### src/sv/spkcbc_pkg.sv
`timescale 1ns / 1ps
// Shared types, constants and rotate helpers for the Speck128/256 CBC decryptor.
// No dependencies; every module of the block except the port-level checker imports this package.
package spkcbc_pkg;

    localparam int SPK_ROUNDS = 34;
    localparam int RK_AW      = 6;
    localparam int ROT_ALPHA  = 8;
    localparam int ROT_BETA   = 3;

    typedef logic [63:0]      word_t;
    typedef logic [RK_AW-1:0] rk_addr_t;

    localparam rk_addr_t RK_FIRST = rk_addr_t'(0);
    localparam rk_addr_t RK_LAST  = rk_addr_t'(SPK_ROUNDS - 1);

    // Configuration register indexes
    typedef logic [2:0] cfg_idx_t;
    localparam cfg_idx_t CFG_KEY0 = 3'd0;
    localparam cfg_idx_t CFG_KEY1 = 3'd1;
    localparam cfg_idx_t CFG_KEY2 = 3'd2;
    localparam cfg_idx_t CFG_KEY3 = 3'd3;
    localparam cfg_idx_t CFG_IV0  = 3'd4;
    localparam cfg_idx_t CFG_IV1  = 3'd5;

    typedef enum logic [2:0] {
        ST_IDLE,
        ST_KEYS,
        ST_LOAD,
        ST_ROUND,
        ST_FINISH
    } state_t;

    // Sequencer controls toward the datapath
    typedef struct packed {
        logic     busy;
        logic     ks_start;
        rk_addr_t rd_addr;
        logic     rnd_en;
        logic     fin;
    } ctl_t;

    // Key schedule write request into the round key memory
    typedef struct packed {
        logic     en;
        rk_addr_t addr;
        word_t    data;
        logic     done;
    } ks_wr_t;

    function automatic word_t rotl_alpha(input word_t v);
        return (v << ROT_ALPHA) | (v >> (64 - ROT_ALPHA));
    endfunction

    function automatic word_t rotr_alpha(input word_t v);
        return (v >> ROT_ALPHA) | (v << (64 - ROT_ALPHA));
    endfunction

    function automatic word_t rotl_beta(input word_t v);
        return (v << ROT_BETA) | (v >> (64 - ROT_BETA));
    endfunction

    function automatic word_t rotr_beta(input word_t v);
        return (v >> ROT_BETA) | (v << (64 - ROT_BETA));
    endfunction

endpackage

### src/sv/spkcbc_rnd.sv
`timescale 1ns / 1ps
// Speck128 inverse round: one subtract, xors and fixed rotates.
// Depends on spkcbc_pkg.
module spkcbc_rnd
    import spkcbc_pkg::*;
(
    input  word_t x,
    input  word_t y,
    input  word_t rk,
    output word_t x_nx,
    output word_t y_nx
);

    always_comb
    begin
        y_nx = rotr_beta(y ^ x);
        x_nx = rotl_alpha((x ^ rk) - y_nx);
    end

endmodule

### src/sv/spkcbc_ksched.sv
`timescale 1ns / 1ps
// Iterative Speck128/256 key schedule: one round key per cycle until all 34 are written.
// Depends on spkcbc_pkg; writes go to the round key memory in the top level.
module spkcbc_ksched
    import spkcbc_pkg::*;
(
    input  logic   clk,
    input  logic   rst_n,
    input  logic   start,
    input  word_t  key0,
    input  word_t  key1,
    input  word_t  key2,
    input  word_t  key3,
    output ks_wr_t wr
);

    logic     busy_reg, busy_next;
    rk_addr_t n_reg, n_next;
    word_t    a_reg, a_next;
    word_t    l0_reg, l1_reg, l2_reg;
    word_t    l0_next, l1_next, l2_next;
    word_t    l_new;

    // l0 is always the word used at this step; rotate the three after use
    assign l_new = (rotr_alpha(l0_reg) + a_reg) ^ word_t'(n_reg);

    always_comb
    begin
        busy_next = busy_reg;
        n_next    = n_reg;
        a_next    = a_reg;
        l0_next   = l0_reg;
        l1_next   = l1_reg;
        l2_next   = l2_reg;
        if (start)
        begin
            busy_next = 1'b1;
            n_next    = RK_FIRST;
            a_next    = key0;
            l0_next   = key1;
            l1_next   = key2;
            l2_next   = key3;
        end
        else if (busy_reg)
        begin
            if (n_reg == RK_LAST)
            begin
                busy_next = 1'b0;
            end
            else
            begin
                n_next  = n_reg + rk_addr_t'(1);
                a_next  = rotl_beta(a_reg) ^ l_new;
                l0_next = l1_reg;
                l1_next = l2_reg;
                l2_next = l_new;
            end
        end
    end

    always_ff @(posedge clk or negedge rst_n)
    begin
        if (!rst_n)
        begin
            busy_reg <= 1'b0;
            n_reg    <= RK_FIRST;
        end
        else
        begin
            busy_reg <= busy_next;
            n_reg    <= n_next;
        end
    end

    always_ff @(posedge clk)
    begin
        a_reg  <= a_next;
        l0_reg <= l0_next;
        l1_reg <= l1_next;
        l2_reg <= l2_next;
    end

    always_comb
    begin
        wr.en   = busy_reg;
        wr.addr = n_reg;
        wr.data = a_reg;
        wr.done = busy_reg && (n_reg == RK_LAST);
    end

endmodule

### src/sv/spkcbc_ctrl.sv
`timescale 1ns / 1ps
// Sequencer: key expansion, round key fetch, 34 inverse rounds, result hand-off.
// Depends on spkcbc_pkg.
module spkcbc_ctrl
    import spkcbc_pkg::*;
(
    input  logic clk,
    input  logic rst_n,
    input  logic in_valid,
    input  logic first,
    input  logic ks_done,
    input  logic out_free,
    output ctl_t ctl
);

    state_t   state_reg, state_next;
    rk_addr_t cnt_reg, cnt_next;

    always_comb
    begin
        state_next = state_reg;
        case (state_reg)
            ST_IDLE:
            begin
                if (in_valid)
                begin
                    state_next = first ? ST_KEYS : ST_LOAD;
                end
            end
            ST_KEYS:
            begin
                if (ks_done)
                begin
                    state_next = ST_LOAD;
                end
            end
            ST_LOAD:
            begin
                state_next = ST_ROUND;
            end
            ST_ROUND:
            begin
                if (cnt_reg == RK_FIRST)
                begin
                    state_next = ST_FINISH;
                end
            end
            ST_FINISH:
            begin
                if (out_free)
                begin
                    state_next = ST_IDLE;
                end
            end
            default:
            begin
                state_next = ST_IDLE;
            end
        endcase
    end

    always_comb
    begin
        cnt_next = cnt_reg;
        case (state_reg)
            ST_LOAD:  cnt_next = RK_LAST;
            ST_ROUND: cnt_next = cnt_reg - rk_addr_t'(1);
            default:  cnt_next = cnt_reg;
        endcase
    end

    always_comb
    begin
        ctl.busy     = 1'b1;
        ctl.ks_start = 1'b0;
        ctl.rd_addr  = RK_FIRST;
        ctl.rnd_en   = 1'b0;
        ctl.fin      = 1'b0;
        case (state_reg)
            ST_IDLE:
            begin
                ctl.busy     = 1'b0;
                ctl.ks_start = in_valid && first;
            end
            ST_LOAD:
            begin
                ctl.rd_addr = RK_LAST;
            end
            ST_ROUND:
            begin
                ctl.rnd_en  = 1'b1;
                // prefetch the key for the following round
                ctl.rd_addr = (cnt_reg == RK_FIRST) ? RK_FIRST : cnt_reg - rk_addr_t'(1);
            end
            ST_FINISH:
            begin
                ctl.fin = out_free;
            end
            default:
            begin
                ctl.busy = 1'b1;
            end
        endcase
    end

    always_ff @(posedge clk or negedge rst_n)
    begin
        if (!rst_n)
        begin
            state_reg <= ST_IDLE;
            cnt_reg   <= RK_FIRST;
        end
        else
        begin
            state_reg <= state_next;
            cnt_reg   <= cnt_next;
        end
    end

endmodule

### src/sv/speck128_256_cbc_decrypt.sv
`timescale 1ns / 1ps
// Speck128/256 CBC decryptor top level: config registers, round key memory,
// chain and output registers. Depends on spkcbc_pkg, spkcbc_rnd, spkcbc_ksched, spkcbc_ctrl.
//
// One 128-bit ciphertext block is taken per request (ct_word0 is the y half,
// ct_word1 the x half) and one plaintext block comes back per request. The
// block works on one request at a time: in_stall is high from the cycle after
// a request is taken until the result has moved into the output register.
// For a plain block, the steps from accept to the next possible accept are:
// fetch the last round key from the 34-entry round key memory, run the 34
// rounds through the single shared inverse-round unit (one round per cycle),
// xor with the chain and load the output register, and return to idle, where
// the next request is taken. A block with first_block set first passes
// through the key step, in which the iterative key schedule writes one round
// key per cycle, and the chain reloads from the IV registers when the block
// is taken. The output register holds a finished result while out_stall
// is high, and a new request is accepted meanwhile; the following result
// waits in the finish step until the register frees up. Key and IV register
// writes take effect at the next request with first_block set. Decrypting
// before any first_block request since reset reads unwritten round keys and
// gives undefined plaintext.
module speck128_256_cbc_decrypt
    import spkcbc_pkg::*;
(
    input  logic        clk,
    input  logic        rst_n,
    input  logic        cfg_wr_en,
    input  logic [2:0]  cfg_index,
    input  logic [63:0] cfg_data,
    input  logic        in_valid,
    output logic        in_stall,
    input  logic [63:0] ct_word0,
    input  logic [63:0] ct_word1,
    input  logic        first_block,
    input  logic        last_block,
    output logic        out_valid,
    input  logic        out_stall,
    output logic [63:0] pt_word0,
    output logic [63:0] pt_word1,
    output logic        last_out
);

    // Configuration registers
    word_t key0_reg, key1_reg, key2_reg, key3_reg;
    word_t iv0_reg, iv1_reg;

    // Working block and saved request
    word_t x_reg, y_reg;
    word_t ct0_reg, ct1_reg;
    logic  last_reg;
    word_t x_rnd, y_rnd;

    // CBC chain
    word_t chain_lo_reg, chain_hi_reg;

    // Output register
    logic  out_valid_reg;
    word_t pt0_reg, pt1_reg;
    logic  last_out_reg;

    // Round key memory
    word_t  rk_mem [SPK_ROUNDS];
    word_t  rk_q;

    ctl_t   ctl;
    ks_wr_t ks_wr;
    logic   in_acc;
    logic   out_free;

    assign in_stall = ctl.busy;
    assign in_acc   = in_valid && !ctl.busy;
    assign out_free = !out_valid_reg || !out_stall;

    // Ignore writes to unused indexes
    always_ff @(posedge clk or negedge rst_n)
    begin
        if (!rst_n)
        begin
            key0_reg <= '0;
            key1_reg <= '0;
            key2_reg <= '0;
            key3_reg <= '0;
            iv0_reg  <= '0;
            iv1_reg  <= '0;
        end
        else if (cfg_wr_en)
        begin
            case (cfg_index)
                CFG_KEY0: key0_reg <= cfg_data;
                CFG_KEY1: key1_reg <= cfg_data;
                CFG_KEY2: key2_reg <= cfg_data;
                CFG_KEY3: key3_reg <= cfg_data;
                CFG_IV0:  iv0_reg  <= cfg_data;
                CFG_IV1:  iv1_reg  <= cfg_data;
                default:  ;
            endcase
        end
    end

    spkcbc_ctrl u_ctrl (
        .clk      (clk),
        .rst_n    (rst_n),
        .in_valid (in_valid),
        .first    (first_block),
        .ks_done  (ks_wr.done),
        .out_free (out_free),
        .ctl      (ctl)
    );

    spkcbc_ksched u_ksched (
        .clk   (clk),
        .rst_n (rst_n),
        .start (ctl.ks_start),
        .key0  (key0_reg),
        .key1  (key1_reg),
        .key2  (key2_reg),
        .key3  (key3_reg),
        .wr    (ks_wr)
    );

    // Write from the key schedule, registered read for the rounds
    always_ff @(posedge clk)
    begin
        if (ks_wr.en)
        begin
            rk_mem[ks_wr.addr] <= ks_wr.data;
        end
        rk_q <= rk_mem[ctl.rd_addr];
    end

    spkcbc_rnd u_rnd (
        .x    (x_reg),
        .y    (y_reg),
        .rk   (rk_q),
        .x_nx (x_rnd),
        .y_nx (y_rnd)
    );

    // Capture the request, then advance one round per cycle
    always_ff @(posedge clk)
    begin
        if (in_acc)
        begin
            y_reg    <= ct_word0;
            x_reg    <= ct_word1;
            ct0_reg  <= ct_word0;
            ct1_reg  <= ct_word1;
            last_reg <= last_block;
        end
        else if (ctl.rnd_en)
        begin
            y_reg <= y_rnd;
            x_reg <= x_rnd;
        end
    end

    // Reload the chain from the IV on a first block; take the ciphertext after each result
    always_ff @(posedge clk or negedge rst_n)
    begin
        if (!rst_n)
        begin
            chain_lo_reg <= '0;
            chain_hi_reg <= '0;
        end
        else if (in_acc && first_block)
        begin
            chain_lo_reg <= iv0_reg;
            chain_hi_reg <= iv1_reg;
        end
        else if (ctl.fin)
        begin
            chain_lo_reg <= ct0_reg;
            chain_hi_reg <= ct1_reg;
        end
    end

    always_ff @(posedge clk or negedge rst_n)
    begin
        if (!rst_n)
        begin
            out_valid_reg <= 1'b0;
        end
        else if (ctl.fin)
        begin
            out_valid_reg <= 1'b1;
        end
        else if (!out_stall)
        begin
            out_valid_reg <= 1'b0;
        end
    end

    always_ff @(posedge clk)
    begin
        if (ctl.fin)
        begin
            pt0_reg      <= y_reg ^ chain_lo_reg;
            pt1_reg      <= x_reg ^ chain_hi_reg;
            last_out_reg <= last_reg;
        end
    end

    assign out_valid = out_valid_reg;
    assign pt_word0  = pt0_reg;
    assign pt_word1  = pt1_reg;
    assign last_out  = last_out_reg;

endmodule

### config.mk
export PLATFORM = sky130hd
export DESIGN_NAME = speck128_256_cbc_decrypt
export DESIGN_NICKNAME = d
export VERILOG_FILES = /design/src/sv/spkcbc_pkg.sv /design/src/sv/spkcbc_rnd.sv /design/src/sv/spkcbc_ksched.sv /design/src/sv/spkcbc_ctrl.sv /design/src/sv/speck128_256_cbc_decrypt.sv
export SDC_FILE = /design/constraint.sdc
export NUM_CORES = 2
export LEC_CHECK = 0
export BUFFER_PORTS_ARGS = -buffer_cell sky130_fd_sc_hd__buf_4
export CORE_ASPECT_RATIO = 0.8
export CORE_MARGIN = 8
export CORE_UTILIZATION = 62
export CTS_CLUSTER_DIAMETER = 100
export DETAILED_ROUTE_END_ITERATION = 12
export GPL_TIMING_DRIVEN = 0
export PLACE_DENSITY = 0.8
export SYNTH_ARGS = -nofsm -noshare
export SYNTH_HDL_FRONTEND = slang
export SYNTH_HIERARCHICAL = 1
export SYNTH_SLANG_ARGS = --single-unit
### constraint.sdc
create_clock -name clk -period 10.6 [get_ports clk]
set_input_delay 1.59 -clock clk [delete_from_list [all_inputs] [get_ports clk]]
set_output_delay 1.59 -clock clk [all_outputs]
set_load 0.02 [all_outputs]
==> impl.org <==
** Outcome
- Status :: finished, violations left
- The final reports fail on max-capacitance violations, max-slew violations.

** Timing
- At the pin with the least slew margin, the transition time is approximately 1.6 ns.
- Setup slack closes at 4.51 ns.
- The worst pin sits at a relative slew slack of -9.60%.
- Final hold analysis gives a worst-case slack of 0.457 ns.
- Setup violations remaining at the end of the flow were counted as 0.
- Based on the critical path, the design can be clocked at up to roughly 0.16 GHz.
- The max-slew violation total from the final report was 50.
- Worst clock skew on the final layout :: 0.0528 ns
- Final number of hold-violating endpoints :: 0
- Unrepaired setup endpoints after global routing :: no
- Final Cycle Share :: approximately 57%
- Shortest period the worst path allows :: 6.09 ns

** Critical path
- By startpoint and endpoint, the worst setup path is classified as reg2reg.
- At the worst endpoint, the arrival time is 6.70 ns.
- Data on the critical path is required at its endpoint by 11.21 ns.
- Maximum fanout encountered on the critical timing path :: 36
- Cells on worst reg2reg path :: 13
- STA classifies the critical path endpoint as a register.
- The worst setup path is launched from a register.

** Clock network
- Once the clock tree was built, the resizer swapped 0 gates to a different size.
- Cts-stage hold buffer count :: 0
- The H-tree was split into 5 levels.
- After clock tree synthesis, the clock-pin slew on the worst setup and hold paths is around 0.070 ns.
- Skew-Pair Late Insertion Delay :: 0.89 ns
- Number of buffers inserted during clock tree synthesis :: approximately 310
- Total clock sinks :: 3411
- Cell at the root of the clock tree :: sky130_fd_sc_hd__clkbuf_16
- Post-CTS setup buffers :: 0
- Clock tree from TritonCTS :: yes
- Counting along the longest clock path gives a buffer depth of 4.

** Placement
- Buffers placed on the I/O ports in this run total 330.
- At the end of routability-driven placement, the weighted congestion stood at ~1.
- Placement-stage worst setup slack :: 4.61 ns
- The HPWL after detailed placement is 284000 µm.
- Placed insts :: between 10000 and 15000

** Final layout
- Of the cells placed in the final design, the portion with a size suffix greater than 1 is 27.0%.
- Flip-flop count of the largest register, all copies and words added :: around 2200
- The finished layout holds between 10000 and 15000 standard cells, fillers aside.
- After the last flow step, the layout net total stands at 8867.
- At the end of the flow the core is filled with cells to 71.1%.
- Register bank with the most flops :: rk_mem
- Area grow syn2layout :: 14.1%

** Floorplan
- FP Rows :: 155
- Vert. Die Dim :: around 440 µm
- The core region is 223000 µm².
- Once the floorplan was initialized, standard cells occupied between 60% and 70% of the core.
- 333 I/O pins were placed.
- The die covers around 240000 µm².
- Die width :: 545 µm

** Synthesis
- Warnings from Yosys :: 6
- The largest total area in the synthesized netlist belongs to sky130_fd_sc_hd__edfxtp_1.
- In this run, synthesis produced a sequential element count of 3411.
- Synthesis produced a netlist with a net count of 8094.
- The synthesized netlist occupies a cell area of ~140000 µm².
- Sequential fraction of the synthesis area :: 71.3%
- Sorting the synthesized cells by area gives the leading types as sky130_fd_sc_hd__edfxtp_1 61%, sky130_fd_sc_hd__dfrtp_1 9.5%, sky130_fd_sc_hd__mux4_2 8.3%, sky130_fd_sc_hd__mux2_2 5.8%, sky130_fd_sc_hd__xor2_1 1.8%.
- Number of library cell types mapped by synthesis :: 95
- For this run, asynchronously set or reset flops after synthesis account for 15.5%.
- The synthesized design contains 2818 enable-type register cells.
- Cells after synthesis :: between 7000 and 8000
- In the synthesized netlist the dominant register cell turns out to be sky130_fd_sc_hd__edfxtp_1.
- Post-synthesis average cell area :: 17.9 µm²
- The synthesized design devotes to its leading area cell type 60.9% of total area.

** Detailed routing
- Vias post-DR :: 82696
- In this run the remaining antenna-violating nets after routing total 0.
- In the routed layout, each cell is associated on average with a via count of 7.01.
- DR pass1 iterations :: 7
- Average routed wire per standard cell :: 36.3 µm
- The final layout contains routed wiring with a total length of 428000 µm.
- For this block, the initial DRC count from the detailed router was 13787.
- In the routed design, unresolved DRC markers number 0.

** Power
- Total power density per cell area :: 354 nW/µm²
- Internal power contribution :: between 30 and 40 mW
- The worst-case IR drop observed on VDD is 0.306 mV.
- In this run the static leakage power is 54.4 nW.
- Net Switching :: 22.1 mW
- After layout, the design draws a total of 56.1 mW.
- Clk pwr share :: 20.5%
- Combinational cells account for 41.6% of the total power.
- In this run, flip-flops and latches consume 37.9% of the power.
- Sw Ratio :: 39.4%

** Run
- Max-cap violation count :: 2

** GRT
- The first global-routing pass estimated just under 600000 µm of wire.
- Overall overflow remaining after global route :: 0
- For this run, the total global-route usage over all layers was measured as 34.6%.
- Maximum number of pins on one net before global-route repair :: 109
- Antenna violations before repair :: 19
- The number of global-route vias before repair was 80861.

** Worst hold path
- Worst min path class :: reg2reg
- The worst hold path was traced through 0 stages.
-- metrics by stage --
step,setup TNS (ns),area (µm²)
5_1_grt,0,159000
4_1_cts,0,158000
3_5_place_dp,0,148000
3_3_place_gp,-380.62,145000
6_report,0,159000
2_1_floorplan,0,139000
-- placed cells by master, fill, tap and decap left out, types with 96 or more instances in the layout --
master / Yosys / layout
sky130_fd_sc_hd__nor2_1: 272 / 235
sky130_fd_sc_hd__nand2_1: 315 / 315
sky130_fd_sc_hd__mux2_2: 722 / 722
sky130_fd_sc_hd__buf_4: 33 / 362
sky130_fd_sc_hd__a22oi_1: 187 / 187
sky130_fd_sc_hd__mux4_2: 511 / 511
sky130_fd_sc_hd__clkbuf_1: 225 / 305
sky130_fd_sc_hd__clkbuf_16: 0 / 325
sky130_fd_sc_hd__ha_1: 130 / 130
sky130_fd_sc_hd__a21oi_1: 350 / 350
sky130_fd_sc_hd__o21ai_0: 201 / 201
sky130_fd_sc_hd__edfxtp_1: 2818 / 2818
sky130_fd_sc_hd__dfrtp_1: 529 / 529
sky130_fd_sc_hd__mux2i_1: 173 / 173
sky130_fd_sc_hd__xor2_1: 287 / 287
sky130_fd_sc_hd__buf_2: 96 / 96
sky130_fd_sc_hd__xnor2_1: 161 / 161
-- routing by layer --
layer / GRT usage (%) / vias to the layer above / wire length (µm)
met1: 48.3 / 42182 / 154000
met5: 0 / - / 0
met2: 49.4 / 7313 / 184000
met3: 12.5 / 1112 / 66900
met4: 15.4 / 0 / 23400
li1: - / 32089 / -
-- power by group through the flow --
stage                     Clock (mW)  Combinational (mW)  Sequential, mW
final                           11.5                23.4            21.3
after global routing            12.0                24.2            21.4
after CTS                       11.5                21.8            21.5
after detailed placement           0                21.3            21.7
after global placement             0                20.7            21.6
after floorplan                    0                14.2            20.4
-- final timing paths --
path,from,end,slack [ns]
worst max register to register,u_ksched/a_reg[0],u_ksched/a_reg[62],4.51
min in group asynchronous,rst_n,iv0_reg[4],0.68
worst max-delay path,u_ksched/a_reg[0],u_ksched/a_reg[62],4.51
worst min-delay path,last_reg,last_out,0.46
worst min register to register,last_reg,last_out,0.46
max in group asynchronous,rst_n,key0_reg[45],8.41
-- area by class of cell --
type | instances | area, µm²
sequential | 3411 | 99100
fill | 13169 | 64400
multi-input combinational | 3873 | 38000
clock buffer | 435 | 8770
timing repair buffer | 457 | 5350
tap | 2983 | 3730
buffer | 379 | 1760
clock inverter | 136 | 1440
inverter | 97 | 364
antenna | 18 | 45.0
-- cells by family after synthesis --
family,count (synthesis),synth area share (%)
AO/OA/AOI/OAI,1068,4.98
XOR/XNOR,459,3.01
adder cells (fa/ha/maj),132,1.20
buffers and inverters,476,1.52
flip-flops,3411,71.3
multiplexers,1408,15.4
AND/OR/NAND/NOR,806,2.58
-- cells in the mapped netlist (12+ instances only) --
library cell,n
sky130_fd_sc_hd__mux2i_1,173
sky130_fd_sc_hd__dfxtp_1,64
sky130_fd_sc_hd__a21o_1,65
sky130_fd_sc_hd__buf_4,33
sky130_fd_sc_hd__nand2_1,315
sky130_fd_sc_hd__mux4_2,511
sky130_fd_sc_hd__buf_1,14
sky130_fd_sc_hd__a31oi_1,38
sky130_fd_sc_hd__nand3_1,34
sky130_fd_sc_hd__a221o_1,64
sky130_fd_sc_hd__and3_1,17
sky130_fd_sc_hd__xnor2_1,161
sky130_fd_sc_hd__xor2_1,287
sky130_fd_sc_hd__nor2_1,272
sky130_fd_sc_hd__dfrtp_1,529
sky130_fd_sc_hd__o21bai_1,24
sky130_fd_sc_hd__edfxtp_1,2818
sky130_fd_sc_hd__inv_1,95
sky130_fd_sc_hd__nor2b_1,21
sky130_fd_sc_hd__o21ai_1,14
sky130_fd_sc_hd__ha_1,130
sky130_fd_sc_hd__o21ai_0,201
sky130_fd_sc_hd__nand2b_1,19
sky130_fd_sc_hd__nand4_1,30
sky130_fd_sc_hd__a22oi_1,187
sky130_fd_sc_hd__a21oi_1,350
sky130_fd_sc_hd__mux2_2,722
sky130_fd_sc_hd__o21a_1,12
sky130_fd_sc_hd__nor3_1,26
sky130_fd_sc_hd__buf_2,96
sky130_fd_sc_hd__clkbuf_1,225
sky130_fd_sc_hd__o22ai_1,18
-- worst max-delay path, stage by stage, from the launching register on --
cell	delay (ns)
sky130_fd_sc_hd__edfxtp_1	1.16
sky130_fd_sc_hd__ha_1	0.38
sky130_fd_sc_hd__inv_1	0.10
sky130_fd_sc_hd__fa_1	0.42
sky130_fd_sc_hd__nand2b_1	0.20
sky130_fd_sc_hd__a21oi_1	0.21
sky130_fd_sc_hd__o211ai_1	0.17
sky130_fd_sc_hd__a21oi_2	0.43
sky130_fd_sc_hd__a21boi_1	0.28
sky130_fd_sc_hd__o31ai_2	0.85
sky130_fd_sc_hd__a21oi_2	0.30
sky130_fd_sc_hd__o211ai_1	0.72
sky130_fd_sc_hd__xor3_1	0.33
sky130_fd_sc_hd__mux2_2	0.28
Note: power is estimated with default switching activity, not from simulation.
